--- src/sv/assert_macros.svh ---
// assertion macros used by the top-level rtl file
`ifndef ASSERT_MACROS_SVH
`define ASSERT_MACROS_SVH

// checked only outside reset
`define TLJ_ASSERT(lbl, clk_s, rst_s, prop) \
    lbl: assert property (@(posedge clk_s) disable iff (!rst_s) prop) \
        else $error("assertion failed");

// checked at every edge, reset included
`define TLJ_ASSERT_ALWAYS(lbl, clk_s, prop) \
    lbl: assert property (@(posedge clk_s) prop) \
        else $error("assertion failed");

`endif

--- src/sv/tlj_pkg.sv ---
// package with widths, types and state codes of the line justifier
package tlj_pkg;

    localparam int MAX_WIDTH      = 64;
    localparam int MAX_LINE_WORDS = 32;

    localparam int LEN_W      = 7;
    localparam int SP_W       = 6;
    localparam int CNT_W      = $clog2(MAX_LINE_WORDS + 1);
    localparam int ADDR_W     = $clog2(MAX_LINE_WORDS);
    localparam int DIVIDEND_W = LEN_W;
    localparam int DIVISOR_W  = ADDR_W;
    localparam int DIV_CNT_W  = $clog2(DIVIDEND_W + 1);

    typedef struct packed {
        logic busy;
        logic done;
    } div_status_t;

    typedef enum logic [5:0] {
        S_IDLE   = 6'b000001,
        S_DIV    = 6'b000010,
        S_RD     = 6'b000100,
        S_LOAD   = 6'b001000,
        S_APPEND = 6'b010000,
        S_CHK    = 6'b100000
    } state_t;

    typedef enum logic [2:0] {
        PH_PRE  = 3'b001,
        PH_FILL = 3'b010,
        PH_LAST = 3'b100
    } phase_t;

endpackage

--- src/sv/tlj_ram.sv ---
// generic single-port-write ram with registered read
module tlj_ram #(
    parameter int WIDTH = 8,
    parameter int DEPTH = 32
) (
    input  logic                     clk,
    input  logic                     wr_en,
    input  logic [$clog2(DEPTH)-1:0] wr_addr,
    input  logic [WIDTH-1:0]         wr_data,
    input  logic                     rd_en,
    input  logic [$clog2(DEPTH)-1:0] rd_addr,
    output logic [WIDTH-1:0]         rd_data
);

    logic [WIDTH-1:0] mem [DEPTH];
    logic [WIDTH-1:0] rd_data_reg;

    always_ff @(posedge clk)
    begin
        if (wr_en)
        begin
            mem[wr_addr] <= wr_data;
        end
        if (rd_en)
        begin
            rd_data_reg <= mem[rd_addr];
        end
    end

    assign rd_data = rd_data_reg;

endmodule

--- src/sv/tlj_div.sv ---
// iterative restoring divider, one quotient bit per cycle
module tlj_div
    import tlj_pkg::*;
(
    input  logic                  clk,
    input  logic                  rst_n,
    input  logic                  start,
    input  logic [DIVIDEND_W-1:0] dividend,
    input  logic [DIVISOR_W-1:0]  divisor,
    output div_status_t           status,
    output logic [DIVIDEND_W-1:0] quotient,
    output logic [DIVISOR_W-1:0]  remainder
);

    logic [DIVIDEND_W-1:0] quo_reg, quo_next;
    logic [DIVISOR_W-1:0]  rem_reg, rem_next;
    logic [DIVISOR_W-1:0]  dvs_reg, dvs_next;
    logic [DIV_CNT_W-1:0]  cnt_reg, cnt_next;
    logic                  busy_reg, busy_next;
    logic                  done_reg, done_next;
    logic [DIVISOR_W:0]    trial;
    logic [DIVISOR_W:0]    diff;
    logic                  ge;

    assign trial = {rem_reg, quo_reg[DIVIDEND_W-1]};
    assign diff  = trial - {1'b0, dvs_reg};
    assign ge    = trial >= {1'b0, dvs_reg};

    always_comb
    begin
        quo_next  = quo_reg;
        rem_next  = rem_reg;
        dvs_next  = dvs_reg;
        cnt_next  = cnt_reg;
        busy_next = busy_reg;
        done_next = 1'b0;
        if (start)
        begin
            quo_next  = dividend;
            rem_next  = '0;
            dvs_next  = divisor;
            cnt_next  = DIV_CNT_W'(DIVIDEND_W);
            busy_next = 1'b1;
        end
        else if (busy_reg)
        begin
            quo_next = {quo_reg[DIVIDEND_W-2:0], ge};
            rem_next = ge ? diff[DIVISOR_W-1:0] : trial[DIVISOR_W-1:0];
            cnt_next = cnt_reg - DIV_CNT_W'(1);
            if (cnt_reg == DIV_CNT_W'(1))
            begin
                busy_next = 1'b0;
                done_next = 1'b1;
            end
        end
    end

    always_ff @(posedge clk or negedge rst_n)
    begin
        if (!rst_n)
        begin
            cnt_reg  <= '0;
            busy_reg <= 1'b0;
            done_reg <= 1'b0;
        end
        else
        begin
            cnt_reg  <= cnt_next;
            busy_reg <= busy_next;
            done_reg <= done_next;
        end
    end

    always_ff @(posedge clk)
    begin
        quo_reg <= quo_next;
        rem_reg <= rem_next;
        dvs_reg <= dvs_next;
    end

    assign status.busy = busy_reg;
    assign status.done = done_reg;
    assign quotient    = quo_reg;
    assign remainder   = rem_reg;

endmodule

--- src/sv/text_line_justifier.sv ---
// top level of the greedy full-justification line packer
//
// input channel: in_valid / in_stall with word_length and final_word; one
// word per request. output channel: out_valid / out_stall with one request
// per placed word (out_word_length, spaces_after, line_end, run_last).
// cfg_wr_en / cfg_wr_data write line_width; write only while idle.
// a word is taken only in the idle state; in_stall is high while a word is
// being placed or a line is being sent out.
// a word that closes no line passes through the append and check states
// before the block is back in idle; no new word is taken until then.
// a line of n words is sent by a walk over the word memory, a read and
// then a load of the output register for each word, after a run of the
// gap divider when n > 1 and the line is fully justified. run_last marks
// the last request caused by one word.
// a stalled output holds its request; the line walk waits at the load step
// until the output register is free.
// reset sets line_width to 64 and empties the open line; the word memory
// needs no clearing, only entries of the open line are read.
module text_line_justifier
    import tlj_pkg::*;
(
    input  logic             clk,
    input  logic             rst_n,
    input  logic             cfg_wr_en,
    input  logic [LEN_W-1:0] cfg_wr_data,
    input  logic             in_valid,
    output logic             in_stall,
    input  logic [LEN_W-1:0] word_length,
    input  logic             final_word,
    output logic             out_valid,
    input  logic             out_stall,
    output logic [LEN_W-1:0] out_word_length,
    output logic [SP_W-1:0]  spaces_after,
    output logic             line_end,
    output logic             run_last
);

`include "assert_macros.svh"

    state_t            state_reg, state_next;
    phase_t            phase_reg, phase_next;
    logic [CNT_W-1:0]  pend_reg, pend_next;
    logic [LEN_W-1:0]  chars_reg, chars_next;
    logic [ADDR_W-1:0] idx_reg, idx_next;
    logic [LEN_W-1:0]  lw_reg, lw_next;
    logic [LEN_W-1:0]  w_reg, w_next;
    logic              fin_reg, fin_next;

    logic              out_valid_reg, out_valid_next;
    logic [LEN_W-1:0]  out_len_reg, out_len_next;
    logic [SP_W-1:0]   out_sp_reg, out_sp_next;
    logic              out_end_reg, out_end_next;
    logic              out_last_reg, out_last_next;

    logic [LEN_W-1:0]  lw_eff;
    logic [LEN_W-1:0]  in_len_sat;
    logic [LEN_W:0]    fit_sum;
    logic              emit_pre;
    logic [LEN_W-1:0]  pad;
    logic [ADDR_W-1:0] gaps;
    logic [LEN_W:0]    div_sum;
    logic              begin_emit;
    phase_t            begin_phase;
    logic              emit_last;
    logic              last_word;
    logic              out_free;
    logic [LEN_W-1:0]  sp_full;
    logic [LEN_W:0]    append_sum;

    logic              ram_wr_en;
    logic              ram_rd_en;
    logic [LEN_W-1:0]  ram_rd_data;

    logic                  div_start;
    div_status_t           div_st;
    logic [DIVIDEND_W-1:0] div_q;
    logic [DIVISOR_W-1:0]  div_r;

    // effective width and saturated word length
    always_comb
    begin
        priority if (lw_reg == '0)
            lw_eff = LEN_W'(1);
        else if (lw_reg > LEN_W'(MAX_WIDTH))
            lw_eff = LEN_W'(MAX_WIDTH);
        else
            lw_eff = lw_reg;

        priority if (word_length == '0)
            in_len_sat = LEN_W'(1);
        else if (word_length > lw_eff)
            in_len_sat = lw_eff;
        else
            in_len_sat = word_length;
    end

    assign fit_sum  = {1'b0, chars_reg} + (LEN_W+1)'(1) + {1'b0, in_len_sat};
    assign emit_pre = (pend_reg != '0)
                   && ((pend_reg == CNT_W'(MAX_LINE_WORDS)) || (fit_sum > {1'b0, lw_eff}));

    assign pad     = (lw_eff > chars_reg) ? (lw_eff - chars_reg) : '0;
    assign gaps    = ADDR_W'(pend_reg - CNT_W'(1));
    assign div_sum = (LEN_W+1)'(gaps) + {1'b0, pad};

    assign emit_last  = (phase_reg == PH_LAST);
    assign last_word  = ((CNT_W'(idx_reg) + CNT_W'(1)) == pend_reg);
    assign out_free   = !out_valid_reg || !out_stall;
    assign append_sum = (pend_reg != '0)
                      ? ({1'b0, chars_reg} + (LEN_W+1)'(1) + {1'b0, w_reg})
                      : {1'b0, w_reg};

    // spaces after the word at idx_reg
    always_comb
    begin
        priority if (last_word)
            sp_full = (emit_last || (pend_reg == CNT_W'(1))) ? pad : '0;
        else if (emit_last)
            sp_full = LEN_W'(1);
        else
            sp_full = div_q + LEN_W'(idx_reg < div_r);
    end

    always_comb
    begin
        state_next     = state_reg;
        phase_next     = phase_reg;
        pend_next      = pend_reg;
        chars_next     = chars_reg;
        idx_next       = idx_reg;
        lw_next        = lw_reg;
        w_next         = w_reg;
        fin_next       = fin_reg;
        out_valid_next = out_valid_reg && out_stall;
        out_len_next   = out_len_reg;
        out_sp_next    = out_sp_reg;
        out_end_next   = out_end_reg;
        out_last_next  = out_last_reg;
        begin_emit     = 1'b0;
        begin_phase    = PH_PRE;
        ram_wr_en      = 1'b0;
        ram_rd_en      = 1'b0;
        div_start      = 1'b0;

        if (cfg_wr_en)
        begin
            lw_next = cfg_wr_data;
        end

        unique case (state_reg)
            S_IDLE:
            begin
                if (in_valid)
                begin
                    w_next   = in_len_sat;
                    fin_next = final_word;
                    if (emit_pre)
                    begin
                        begin_emit  = 1'b1;
                        begin_phase = PH_PRE;
                    end
                    else
                    begin
                        state_next = S_APPEND;
                    end
                end
            end
            S_DIV:
            begin
                if (div_st.done)
                begin
                    state_next = S_RD;
                end
            end
            S_RD:
            begin
                ram_rd_en  = 1'b1;
                state_next = S_LOAD;
            end
            S_LOAD:
            begin
                if (out_free)
                begin
                    out_valid_next = 1'b1;
                    out_len_next   = ram_rd_data;
                    out_sp_next    = sp_full[SP_W-1:0];
                    out_end_next   = last_word;
                    out_last_next  = last_word
                        && !((phase_reg == PH_PRE) && ((w_reg >= lw_eff) || fin_reg));
                    if (last_word)
                    begin
                        pend_next  = '0;
                        chars_next = '0;
                        state_next = (phase_reg == PH_PRE) ? S_APPEND : S_IDLE;
                    end
                    else
                    begin
                        idx_next   = idx_reg + ADDR_W'(1);
                        state_next = S_RD;
                    end
                end
            end
            S_APPEND:
            begin
                ram_wr_en  = 1'b1;
                chars_next = append_sum[LEN_W-1:0];
                pend_next  = pend_reg + CNT_W'(1);
                state_next = S_CHK;
            end
            S_CHK:
            begin
                priority if (chars_reg >= lw_eff)
                begin
                    begin_emit  = 1'b1;
                    begin_phase = PH_FILL;
                end
                else if (fin_reg)
                begin
                    begin_emit  = 1'b1;
                    begin_phase = PH_LAST;
                end
                else
                begin
                    state_next = S_IDLE;
                end
            end
            default:
            begin
                state_next = S_IDLE;
            end
        endcase

        if (begin_emit)
        begin
            phase_next = begin_phase;
            idx_next   = '0;
            if ((begin_phase != PH_LAST) && (pend_reg > CNT_W'(1)))
            begin
                div_start  = 1'b1;
                state_next = S_DIV;
            end
            else
            begin
                state_next = S_RD;
            end
        end
    end

    always_ff @(posedge clk or negedge rst_n)
    begin
        if (!rst_n)
        begin
            state_reg     <= S_IDLE;
            phase_reg     <= PH_PRE;
            pend_reg      <= '0;
            chars_reg     <= '0;
            idx_reg       <= '0;
            lw_reg        <= LEN_W'(MAX_WIDTH);
            out_valid_reg <= 1'b0;
        end
        else
        begin
            state_reg     <= state_next;
            phase_reg     <= phase_next;
            pend_reg      <= pend_next;
            chars_reg     <= chars_next;
            idx_reg       <= idx_next;
            lw_reg        <= lw_next;
            out_valid_reg <= out_valid_next;
        end
    end

    always_ff @(posedge clk)
    begin
        w_reg        <= w_next;
        fin_reg      <= fin_next;
        out_len_reg  <= out_len_next;
        out_sp_reg   <= out_sp_next;
        out_end_reg  <= out_end_next;
        out_last_reg <= out_last_next;
    end

    tlj_ram #(
        .WIDTH(LEN_W),
        .DEPTH(MAX_LINE_WORDS)
    ) u_words (
        .clk    (clk),
        .wr_en  (ram_wr_en),
        .wr_addr(pend_reg[ADDR_W-1:0]),
        .wr_data(w_reg),
        .rd_en  (ram_rd_en),
        .rd_addr(idx_reg),
        .rd_data(ram_rd_data)
    );

    tlj_div u_div (
        .clk      (clk),
        .rst_n    (rst_n),
        .start    (div_start),
        .dividend (div_sum[DIVIDEND_W-1:0]),
        .divisor  (gaps),
        .status   (div_st),
        .quotient (div_q),
        .remainder(div_r)
    );

    assign in_stall        = (state_reg != S_IDLE);
    assign out_valid       = out_valid_reg;
    assign out_word_length = out_len_reg;
    assign spaces_after    = out_sp_reg;
    assign line_end        = out_end_reg;
    assign run_last        = out_last_reg;

    `TLJ_ASSERT_ALWAYS(a_pend_bound, clk, pend_reg <= CNT_W'(MAX_LINE_WORDS))
    `TLJ_ASSERT(a_append_room, clk, rst_n,
        (state_reg == S_APPEND) |-> (pend_reg < CNT_W'(MAX_LINE_WORDS)))
    `TLJ_ASSERT(a_load_shows, clk, rst_n,
        ((state_reg == S_LOAD) && out_free) |=> out_valid_reg)
    `TLJ_ASSERT(a_div_active, clk, rst_n,
        (state_reg == S_DIV) |-> (div_st.busy || div_st.done))
    `TLJ_ASSERT(a_walk_nonempty, clk, rst_n,
        ((state_reg == S_RD) || (state_reg == S_LOAD)) |-> (pend_reg != '0))

endmodule

--- config.mk ---
export PLATFORM = sky130hd
export DESIGN_NAME = text_line_justifier
export DESIGN_NICKNAME = d
export VERILOG_FILES = /design/src/sv/tlj_pkg.sv /design/src/sv/tlj_ram.sv /design/src/sv/tlj_div.sv /design/src/sv/text_line_justifier.sv
export VERILOG_INCLUDE_DIRS = /design/src /design/src/sv
export SDC_FILE = /design/constraint.sdc
export NUM_CORES = 1
export LEC_CHECK = 0
export ABC_AREA = 1
export BUFFER_PORTS_ARGS = -buffer_cell sky130_fd_sc_hd__buf_2
export CAP_MARGIN = 20
export CORE_MARGIN = 4
export CORE_UTILIZATION = 55
export CTS_CLUSTER_DIAMETER = 40
export CTS_CLUSTER_SIZE = 30
export DETAILED_ROUTE_END_ITERATION = 7
export GPL_TIMING_DRIVEN = 0
export MAX_ROUTING_LAYER = met4
export PLACE_DENSITY = 0.72
export SYNTH_ARGS = -nofsm -noshare
export SYNTH_HDL_FRONTEND = slang
export SYNTH_SLANG_ARGS = --single-unit
export TNS_END_PERCENT = 20
--- constraint.sdc ---
create_clock -name clk -period 5.4 [get_ports clk]
set_input_delay 1.08 -clock clk [delete_from_list [all_inputs] [get_ports clk]]
set_output_delay 1.08 -clock clk [all_outputs]
set_load 0.005 [all_outputs]
Word level (Yosys, flattened, before mapping)
Memory sizes are Yosys's and may differ from the RTL's. A register that Yosys moved wholly into a read port is not among the register bits.
Index checks and enable logic that the tools add are counted.
W data, S select, Z words.
Word-level totals
  flip-flop bits (word level): 80
  bits in writable memories: 224
  bits of input ports: 20
  output and inout port bits: 17
  logic and storage cells: 145
  memories kept: 1
Memories
  u_words.mem: words 32, bits a word 7, rd ports 1, clocked after memory_dff 1, wr ports 1, line tlj_ram.sv:15  | logic [WIDTH-1:0] mem [DEPTH];
Cells by class
  add/subtract/negate cells: 12
  magnitude comparators: 9
  equality and inequality tests: 23
  mux-type cells: 57
  reductions and logical operators: 24
Operators with widths (count)
  $mux W6: 12
  $mux W7: 10
  $pmux W6 S6: 1
  $mux W5: 7
  $mux W1: 18
  $mux W3: 6
  $ne A3 B3 Y1 const B: 6
  $ge A7 B7 Y1: 2
  $gt A7 B7 Y1: 2
  $logic_not A7 Y1: 2
  $pmux W7 S2: 1
  $eq A6 B1 Y1 const B: 2
  $eq A6 B6 Y1 const B: 2
  $pmux W6 S2: 1
  $add A7 B1 Y8 const B: 1
  $add A8 B7 Y8: 1
  $gt A8 B7 Y1: 1
  $reduce_bool A2 Y1: 4
  $add A5 B7 Y7: 1
  $add A7 B7 Y7: 1
  $gt A7 B7 Y1 const B: 1
  $sub A7 B7 Y7: 1
  $add A5 B1 Y6 const B: 1
  $add A6 B1 Y6: 1
  26 further kinds: 40

Logic depth before layout (Yosys ltp)
Gate-level depths: netlist of run 1.
  word-level depth: 15
  gate-level depth with buffers: 36
  gate-level depth less buffers: 35

Modules after synthesis
From an unflattened synthesis of run 1, not the netlist that was laid out.
Unflattened totals
  cell total of the unflattened synthesis: 1526
  area, all modules: 15313.4 um^2
By module, submodules not included
  tlj_ram: instances 1, cells an instance 813, area each 9486.6 um^2, seq. area each 6936.7 um^2
  text_line_justifier: instances 1, cells an instance 585, area each 4649.5 um^2, seq. area each 1570.3 um^2
  tlj_div: instances 1, cells an instance 128, area each 1177.4 um^2, seq. area each 585.6 um^2

Worst setup path before layout of run 1
Ideal clock, no wire load.
  path type: input-to-reg
  from: input word_length[6]
  to: register u_div.quo_reg[0] (netlist: u_div.quotient[0]) (enable)
  library setup time: 0.323 ns
  arrival time: 4.731 ns
  required time: 5.077 ns
  slack: 0.345 ns
  stages: 27
  buffers on the path: 2
  cell sequence: ha_1 > nand2_1 > nor2_2 > nand2_1 > nand2_2 > nand2_2 > inv_1 > clkbuf_1 > nand2_1 > o211ai_1 > ha_1 > inv_1 > fa_1 > o21ai_0 > a21oi_1 > o21ai_0 > xor2_1 > ha_1 > nand3_1 > o211ai_2 > nand2_1 > nand2_2 > nand3_4 > nand2_4 > nand2_4 > buf_6 > nand2_1
Between the ends
  longest elaborated chain between the ends: 12
  elaborated cells between the ends (all ways): 13
  those cells by class: 1 x add/sub; 2 x order compare; 6 x mux; 4 x reduce/logical
Ends and longest elaborated chain
  start, declared: line text_line_justifier.sv:28  | input logic [LEN_W-1:0] word_length,
  $gt A7 B7 Y1: line text_line_justifier.sv:91  | else if (word_length > lw_eff)
  $mux W7: line text_line_justifier.sv:91
  $mux W7 *: line text_line_justifier.sv:89  | priority if (word_length == '0)
  named net in_len_sat[0]: line text_line_justifier.sv:56  | logic [LEN_W-1:0] in_len_sat;
  $add A8 B7 Y8 *: line text_line_justifier.sv:97  | assign fit_sum = {1'b0, chars_reg} + (LEN_W+1)'(1) + {1'b0, in_len_sat};
  $gt A8 B7 Y1 *: line text_line_justifier.sv:99  | && ((pend_reg == CNT_W'(MAX_LINE_WORDS)) || (fit_sum > {1'b0, lw_eff}));
  $logic_or A1 B1 Y1 *: line text_line_justifier.sv:99
  $logic_and A1 B1 Y1 *: line text_line_justifier.sv:99
  $mux W1 *: line text_line_justifier.sv:156  | if (emit_pre)
  $mux W1 *: line text_line_justifier.sv:152  | if (in_valid)
  $pmux W1 S2 *: line text_line_justifier.sv:149  | unique case (state_reg)
  $mux W1 *: line text_line_justifier.sv:232  | if (begin_emit)
  $reduce_bool A2 Y1 (no source line) *
  end signal, assigned: line tlj_div.sv:76  | quo_reg <= quo_next;
  end, declared: line tlj_div.sv:15  | logic [DIVIDEND_W-1:0] quo_reg, quo_next;
The timed path passes the listed nets; every way through them passes the cells marked *.
A chain may end at the register's enable or synchronous reset.

Final worst setup path of run 1
  from: register lw_reg[5]
  to: register u_div.dvs_reg[0] (enable)
Between the ends
  longest elaborated chain between the ends: 14
  elaborated cells between the ends (all ways): 22
  those cells by class: 1 x add/sub; 4 x order compare; 1 x eq/ne; 12 x mux; 4 x reduce/logical
Ends and longest elaborated chain
  start, declared: line text_line_justifier.sv:45  | logic [LEN_W-1:0] lw_reg, lw_next;
  start signal, assigned: line text_line_justifier.sv:257  | lw_reg <= LEN_W'(MAX_WIDTH);
  start signal, assigned: line text_line_justifier.sv:267  | lw_reg <= lw_next;
  $gt A7 B7 Y1: line text_line_justifier.sv:84  | else if (lw_reg > LEN_W'(MAX_WIDTH))
  $mux W7: line text_line_justifier.sv:84
  $mux W7 *: line text_line_justifier.sv:82  | priority if (lw_reg == '0)
  $gt A7 B7 Y1: line text_line_justifier.sv:91
  $mux W7 *: line text_line_justifier.sv:91
  $mux W7 *: line text_line_justifier.sv:89
  named net in_len_sat[0]: line text_line_justifier.sv:56
  $add A8 B7 Y8 *: line text_line_justifier.sv:97
  $gt A8 B7 Y1 *: line text_line_justifier.sv:99
  $logic_or A1 B1 Y1 *: line text_line_justifier.sv:99
  $logic_and A1 B1 Y1 *: line text_line_justifier.sv:99
  $mux W1 *: line text_line_justifier.sv:156
  $mux W1 *: line text_line_justifier.sv:152
  $pmux W1 S2 *: line text_line_justifier.sv:149
  $mux W1 *: line text_line_justifier.sv:232
  named net div_start: line text_line_justifier.sv:74  | logic div_start;
  end signal, assigned: line tlj_div.sv:78  | dvs_reg <= dvs_next;
  end, declared: line tlj_div.sv:17  | logic [DIVISOR_W-1:0] dvs_reg, dvs_next;
Marks and branches as above.

==> results of run 1 <==
logic make-up after synthesis:
logic type,Yosys count
AND/OR/NAND/NOR,446
AO/OA/AOI/OAI,320
XOR/XNOR,35
adder cells (fa/ha/maj),71
buffers and inverters,188
flip-flops,311
worst min-delay path by stage:
stage | slack, ns | startpoint | depth (start not counted) | to
after floorplan | 0.40 | u_words.rd_data[0] | 0 | out_word_length[0]
after global placement | 0.40 | u_words.rd_data[6] | 0 | out_word_length[6]
after detailed placement | 0.40 | u_words.rd_data[1] | 0 | out_word_length[1]
after CTS | 0.42 | u_words.rd_data[1] | 0 | out_word_length[1]
after global routing | 0.42 | u_words.rd_data[4] | 0 | out_word_length[4]
final | 0.42 | u_words.rd_data[4] | 0 | out_word_length[4]
area by class of cell:
type                            instances  area, um2  share of cell area
Tap cell                              335        419              0.0246
Clock inverter                         25        216              0.0127
Multi-Input combinational cell        872       5110               0.301
Timing Repair Buffer                   53        448              0.0263
Clock buffer                           43        991              0.0583
Inverter                              130        488              0.0287
Buffer                                 58        240              0.0141
Sequential cell                       311       9090               0.535
worst max-delay path: cells and delay by family, from the launching register on:
family	cells	cell delay, ns
compound gates	7	1.10
xor+xnor	1	0.10
fa+ha+maj	4	1.17
buf+inv	7	0.79
flops	1	0.38
simple gates	12	1.23
synthesized netlist by cell type (14+ instances only):
cell and number:
a21oi_1 37, clkbuf_1 50, dfrtp_1 37, edfxtp_1 266
ha_1 66, inv_1 125, nand2_1 103, nand3_1 52
nand4_1 14, nor2_1 237, o21ai_0 174, o221ai_1 36
o22ai_1 27, xor2_1 27
power by group through the flow:
| stage | sequential, uW | combinational, uW | clock [uW] |
|---|---|---|---|
| after global placement | 3320 | 3810 | 0 |
| final | 3220 | 4310 | 2440 |
| after global routing | 3240 | 4760 | 2560 |
| after detailed placement | 3270 | 4040 | 0 |
| after floorplan | 3200 | 2780 | 0 |
| after CTS | 3220 | 4090 | 2450 |
layer usage:
layer,routed length [um],vias to the layer above
met2,17900,678
met3,4600,145
met5,0,-
li1,-,5079
met1,16400,5291
met4,1730,0
through the flow:
step	cell area (um2)	setup TNS, ns	total power (uW)	worst slack, ns	utilization
2_1_floorplan	14900	0	5990	0.345	-
3_3_place_gp	15500	-6.87	7130	-0.447	0.587
3_5_place_dp	15600	-9.65	7310	-0.527	0.592
4_1_cts	16800	0	9760	0.0262	0.639
5_1_grt	17000	0	10600	0.00365	0.645
6_report	17000	0	9970	0.347	0.645
timing repair:
item                                    in CTS  in global routing
resized for setup                           11                 11
setup buffers                                0                 10
endpoints found under the setup margin      36                 39
pin swaps                                    0                 10
==> load_flow_metrics.sql, run 1 <==
INSERT INTO impl_metrics (metric_group, metric, value, unit) VALUES
('power_and_ir_drop', 'combPwrFrac', '0.433', ''),
('detailed_routing', 'wl_per_cell', '22.2', 'um'),
('setup_path', 'critical_path.reg2reg.endpoint', 'u_div.dvs_reg[0]', ''),
('synth', 'main_combinational_cell_family_by_area_after_synthesis', 'simple AND/OR/NAND/NOR gates', ''),
('synth', 'netlist_top_cells_area', 'edfxtp_1 54%, dfrtp_1 6.2%, nor2_1 6.0%, o21ai_0 5.9%, ha_1 5.6%', ''),
('grt', 'grt_overflow_total', '0', ''),
('power_and_ir_drop', 'power_report.internal_total', '5850', 'uW'),
('grt', 'grt_use_met3', '0.0597', ''),
('setup_path', 'timing.critical_path.fanout_max', '10', ''),
('synth', 'synthesized_area_fraction_occupied_by_ao_oa_aoi_and_oai_cells', '0.128', ''),
('synth', 'mappedNetlistNets', '1462', ''),
('setup_path', 'worstSetupEndpointType', 'flip-flop', ''),
('synth', 'yosys.area_share.simple', '0.128', ''),
('setup_path', 'critical_path.startpoint_type', 'flip-flop', ''),
('cts', 'cts_sinks', '311', ''),
('setup_path', 'rrSetupSlack', '0.35', 'ns'),
('synth', 'syn_avg_cell_area', '10.8', 'um2'),
('power_and_ir_drop', 'power.density', '586', 'nW/um2'),
('synth', 'netlist-cell-type-count', '55', ''),
('cts', 'clock_tree.htree_level_count', '2', ''),
('synth', 'netlist.area_leader.share', '0.537', ''),
('finish', 'fin_cells', '1827', ''),
('finish', 'top_library_cells_by_usage_in_the_layout_fill_and_taps_aside', '266 x edfxtp_1, 233 x nor2_1, 172 x o21ai_0', ''),
('setup_path', 'r2r-start', 'lw_reg[5]', ''),
('finish', 'layout.nets', '1555', ''),
('power_and_ir_drop', 'switching_share', '0.413', ''),
('setup_path', 'r2r.worst_path.cells', '31', ''),
('floorplanning', 'die_span_y', '172', 'um'),
('synth', 'synth-edff-count', '266', ''),
('timing', 'finClkSkew', '0.0146', 'ns'),
('grt', 'grt_start_max_net_pins', '41', ''),
('synth', 'mux_contribution_to_synthesized_area', '0', ''),
('power_and_ir_drop', 'power.leakage', '0.00655', 'uW'),
('timing', 'slew_headroom', '0.343', ''),
('floorplanning', 'initial_core_util', '0.564', ''),
('place', 'placed_cells_incl_taps', '1748', ''),
('power_and_ir_drop', 'switching_power', '4120', 'uW'),
('synth', 'synth_xor_area_frac', '0.0206', ''),
('cts', 'worst_setup_hold_path_clk_slew', '0.06', 'ns'),
('detailed_routing', 'routed_wl', '40.6', 'mm'),
('setup_path', 'timing_worst_setup_path_type', 'reg2reg', ''),
('grt', 'antenna_found_initial', '0', ''),
('floorplanning', 'core', '26400', 'um2'),
('detailed_routing', 'dr.first_iter.drc_count', '1608', ''),
('synth', 'ys_async_sr_fraction', '0.129', ''),
('status', 'outcome', 'completed', ''),
('power_and_ir_drop', 'vdd.ir_drop.worst', '0.000458', 'V'),
('setup_path', 'timing.critical_path.from', 'lw_reg[5]', ''),
('synth', 'syn-cell-area', '14900', 'um2'),
('timing', 'maxClockFrequency', '0.198', 'GHz'),
('grt', 'grt.busiest_layer', 'met2', ''),
('setup_path', 'worstPathArrival', '5.28', 'ns'),
('finish', 'most_common_cell_after_layout_fill_and_taps_aside', 'edfxtp_1', ''),
('finish', 'share_of_cells_above_drive_strength_1', '0.114', ''),
('timing', 'timing.final.max_slew_violations', '0', ''),
('setup_path', 'crit_path_max_incr_delay', '0.38', 'ns'),
('min_path', 'holdCritPathClass', 'reg2reg', ''),
('setup_path', 'endpoint_required_time_on_the_critical_path', '5.63', 'ns'),
('flow_run', 'drv.max_cap_violation_count', '0', ''),
('cts', 'cts_made_buffers', '38', ''),
('setup_path', 'setup.worst_path.end', 'u_div.dvs_reg[0]', ''),
('timing', 'rsz_0062_raised_after_global_routing', 'no', ''),
('finish', 'num-fill-cells', '2007', ''),
('place', 'place.detailed.hpwl', '27.9', 'mm'),
('floorplanning', 'num_io_pins', '37', ''),
('cts', 'ctsLongestPathBuffers', '3', ''),
('floorplanning', 'die-width', '172', 'um'),
('power_and_ir_drop', 'power.clock.fraction', '0.245', ''),
('timing', 'setup-violations-final', '0', ''),
('cts', 'clock_tree_from_tritoncts', 'done', ''),
('finish', 'largest_reg_flops', '224', '');
Note: power is estimated with default switching activity, not from simulation.
==> run 2: changes to the inputs <==
--- a/config.mk
+++ b/config.mk
@@ -15,8 +15,7 @@
 export CTS_CLUSTER_SIZE = 30
 export DETAILED_ROUTE_END_ITERATION = 7
 export GPL_TIMING_DRIVEN = 0
-export MAX_ROUTING_LAYER = met4
-export PLACE_DENSITY = 0.72
+export PLACE_DENSITY = 0.73
 export SYNTH_ARGS = -nofsm -noshare
 export SYNTH_HDL_FRONTEND = slang
 export SYNTH_SLANG_ARGS = --single-unit
==> run 2 against run 1 <==
Against the previous run: die area did not move; count of clock-buffer cells in the layout rose by 2; critical endpoint is now u_div.quotient[5]; critical path type unchanged; combinational power fell by 2%; global-route usage fell by 1.4 points.
==> load_flow_metrics.sql, run 2 (same netlist as run 1, synthesis figures left out) <==
INSERT INTO impl_metrics (metric_group, metric, value, unit) VALUES
('timing', 'finalHoldViolations', '0', ''),
('power_and_ir_drop', 'switching_power', '4080', 'uW'),
('setup_path', 'timing.critical_path.buf_inv', '6', ''),
('floorplanning', 'die_span_y', '172', 'um'),
('setup_path', 'setup.worst_path.end', 'u_div.quotient[5]', ''),
('floorplanning', 'core', '26400', 'um2'),
('min_path', 'min_path_cells', '0', ''),
('cts', 'ctsLongestPathBuffers', '3', ''),
('finish', 'fin_cells', '1831', ''),
('setup_path', 'worstSetupEndpointType', 'flip-flop', ''),
('power_and_ir_drop', 'power.density', '590', 'nW/um2'),
('finish', 'design_area', '17100', 'um2'),
('detailed_routing', 'wl_per_cell', '21.8', 'um'),
('finish', 'share_of_cells_above_drive_strength_1', '0.117', ''),
('cts', 'cts_made_buffers', '39', ''),
('min_path', 'holdCritPathClass', 'reg2reg', ''),
('power_and_ir_drop', 'power.clock.fraction', '0.263', ''),
('detailed_routing', 'dr.first_iter.drc_count', '1425', ''),
('power_and_ir_drop', 'power_report.internal_total', '6020', 'uW'),
('detailed_routing', 'via_to_cell_ratio', '6.09', ''),
('power_and_ir_drop', 'combPwrFrac', '0.419', ''),
('detailed_routing', 'drc_errors', '0', ''),
('status', 'outcome', 'completed', ''),
('grt', 'grt.busiest_layer', 'met2', ''),
('timing', 'timing.final.max_slew_violations', '0', ''),
('setup_path', 'critical_path.reg2reg.endpoint', 'u_div.quotient[5]', ''),
('floorplanning', 'fp-row-count', '59', ''),
('detailed_routing', 'detailroute.via_count', '11100', ''),
('detailed_routing', 'ant_nets', '0', ''),
('grt', 'met2_demand_to_capacity_share_in_global_routing', '0.418', ''),
('floorplanning', 'floorplan.die_area', '29700', 'um2'),
('detailed_routing', 'drt_pass1_iterations', '5', ''),
('place', 'finalWeightedCongestion', '0.961', ''),
('finish', 'top_library_cells_by_usage_in_the_layout_fill_and_taps_aside', '266 x edfxtp_1, 233 x nor2_1, 172 x o21ai_0', ''),
('power_and_ir_drop', 'share_seq_of_total_power', '0.318', ''),
('timing', 'timing.hold.ws', '0.418', 'ns'),
('timing', 'maxClockFrequency', '0.198', 'GHz'),
('place', 'post_detailed_placement_cell_area', '15600', 'um2'),
('timing', 'slew_headroom', '0.320', ''),
('setup_path', 'worst_path_dominant_cell_family', 'simple AND/OR/NAND/NOR gates', ''),
('power_and_ir_drop', 'switching_share', '0.404', ''),
('cts', 'clock_tree.htree_level_count', '2', ''),
('grt', 'antenna_found_initial', '0', ''),
('power_and_ir_drop', 'vdd.ir_drop.worst', '0.000465', 'V'),
('cts', 'worstSkewPairLatency', '0.54', 'ns'),
('setup_path', 'endpoint_required_time_on_the_critical_path', '5.67', 'ns'),
('timing', 'postLayoutSetupSlackWorst', '0.356', 'ns'),
('floorplanning', 'die-width', '172', 'um'),
('detailed_routing', 'routed_wl', '39.9', 'mm'),
('timing', 'period_share', '0.934', ''),
('timing', 'timing_worst_slew_pin_value', '1.02', 'ns'),
('place', 'buffer_ports.inserted', '36', ''),
('cts', 'clock_tree_from_tritoncts', 'done', ''),
('setup_path', 'r2r.worst_path.cells', '35', ''),
('place', 'place_worst_setup_slack', '-0.526', 'ns'),
('setup_path', 'cp_depth', '35', ''),
('timing', 'final_period_minus_worst_setup_slack', '5.04', 'ns'),
('grt', 'grt.total_usage', '0.270', ''),
('cts', 'cts_sinks', '311', ''),
('finish', 'area_growth', '15.1', '%'),
('power_and_ir_drop', 'power.leakage', '0.00660', 'uW'),
('floorplanning', 'num_io_pins', '37', ''),
('setup_path', 'timing.critical_path.from', 'lw_reg[5]', ''),
('finish', 'layout.nets', '1555', ''),
('setup_path', 'r2r-start', 'lw_reg[5]', ''),
('grt', 'grt_pass1_wl', '60.5', 'mm'),
('setup_path', 'crit_top_cell', 'nand2_1', ''),
('cts', 'worst_setup_hold_path_clk_slew', '0.06', 'ns'),
('setup_path', 'crit_path_max_incr_delay', '0.38', 'ns'),
('setup_path', 'timing.critical_path.slowest_stage_cell', 'dfrtp_1', ''),
('grt', 'grt_use_met3', '0.0514', ''),
('setup_path', 'timing.critical_path.fanout_max', '11', ''),
('grt', 'grt_pass1_vias', '10500', ''),
('power_and_ir_drop', 'total_power_draw', '10100', 'uW'),
('setup_path', 'worstPathArrival', '5.32', 'ns'),
('finish', 'most_common_cell_after_layout_fill_and_taps_aside', 'edfxtp_1', ''),
('finish', 'num-fill-cells', '1925', ''),
('timing', 'finClkSkew', '0.0205', 'ns'),
('flow_run', 'drv.max_cap_violation_count', '0', ''),
('timing', 'setup-violations-final', '0', ''),
('setup_path', 'rrSetupSlack', '0.36', 'ns'),
('finish', 'largest_reg_flops', '224', ''),
('grt', 'met1_usage', '0.388', ''),
('grt', 'grt_start_max_net_pins', '41', ''),
('setup_path', 'critical_path.startpoint_type', 'flip-flop', ''),
('floorplanning', 'initial_core_util', '0.564', ''),
('finish', 'registers.top_by_ff_count', 'u_words.mem', ''),
('place', 'placed_cells_incl_taps', '1747', ''),
('cts', 'post_cts_hold_buffer_count', '0', ''),
('cts', 'clk_root_buffer_cell', 'clkbuf_16', ''),
('place', 'place.detailed.hpwl', '27.3', 'mm'),
('setup_path', 'timing_worst_setup_path_type', 'reg2reg', ''),
('grt', 'grt_overflow_total', '0', '');
-- run 2: per-stage QoR --
stage,TNS (ns),utilization
3_5_place_dp,-9.37,0.591
6_report,0,0.649
4_1_cts,0,0.643
3_3_place_gp,-6.83,0.587
5_1_grt,-0.0594,0.649
2_1_floorplan,0,-
-- run 2: cell type report --
| cell class | count | area, um2 | area share |
|---|---|---|---|
| clock inverters | 27 | 327 | 0.0191 |
| inverters | 130 | 488 | 0.0285 |
| diodes | 1 | 2.50 | 0.000146 |
| well taps | 335 | 419 | 0.0245 |
| flip-flops and latches | 311 | 9090 | 0.531 |
| plain buffers | 57 | 235 | 0.0137 |
| clock buffers | 45 | 1020 | 0.0596 |
| repair buffers | 53 | 435 | 0.0254 |
| multi-input cells | 872 | 5100 | 0.298 |
-- run 2: per-layer routing --
layer / vias to the layer above / routed length [um]
met1: 5349 / 16100
met4: 0 / 1130
met3: 97 / 4300
met2: 625 / 18400
met5: - / 0
li1: 5077 / -
-- run 2: worst register-to-register path, delay by kind of cell (launching register included) --
| kind | cells | cell delay [ns] |
|---|---|---|
| and+or+nand+nor | 20 | 2.16 |
| DFF | 1 | 0.38 |
| buffers and inverters | 6 | 0.60 |
| xor gates and xnor gates | 1 | 0.17 |
| adders and majority gates | 3 | 0.84 |
| AOI/OAI and AO/OA | 5 | 0.66 |
-- run 2: worst min-delay path by stage --
stage / start / endpoint / slack [ns]
final: u_words.rd_data[3] / out_word_length[3] / 0.42
after global routing: u_words.rd_data[5] / out_word_length[5] / 0.42
after CTS: u_words.rd_data[3] / out_word_length[3] / 0.42
after detailed placement: u_words.rd_data[3] / out_word_length[3] / 0.40
after global placement: u_words.rd_data[5] / out_word_length[5] / 0.40
after floorplan: u_words.rd_data[0] / out_word_length[0] / 0.40
-- run 2: what timing repair did --
action,4_1_cts,5_1_grt
pin swaps,0,8
buffers inserted,0,10
setup endpoints to repair,36,36
gates resized for setup,5,13
-- run 2: power groups by stage --
stage | logic [uW] | registers, uW | clock network (uW)
5_1_grt | 4670 | 3230 | 2780
6_report | 4230 | 3210 | 2660
3_5_place_dp | 3980 | 3270 | 0
3_3_place_gp | 3790 | 3310 | 0
2_1_floorplan | 2780 | 3200 | 0
4_1_cts | 4020 | 3230 | 2660
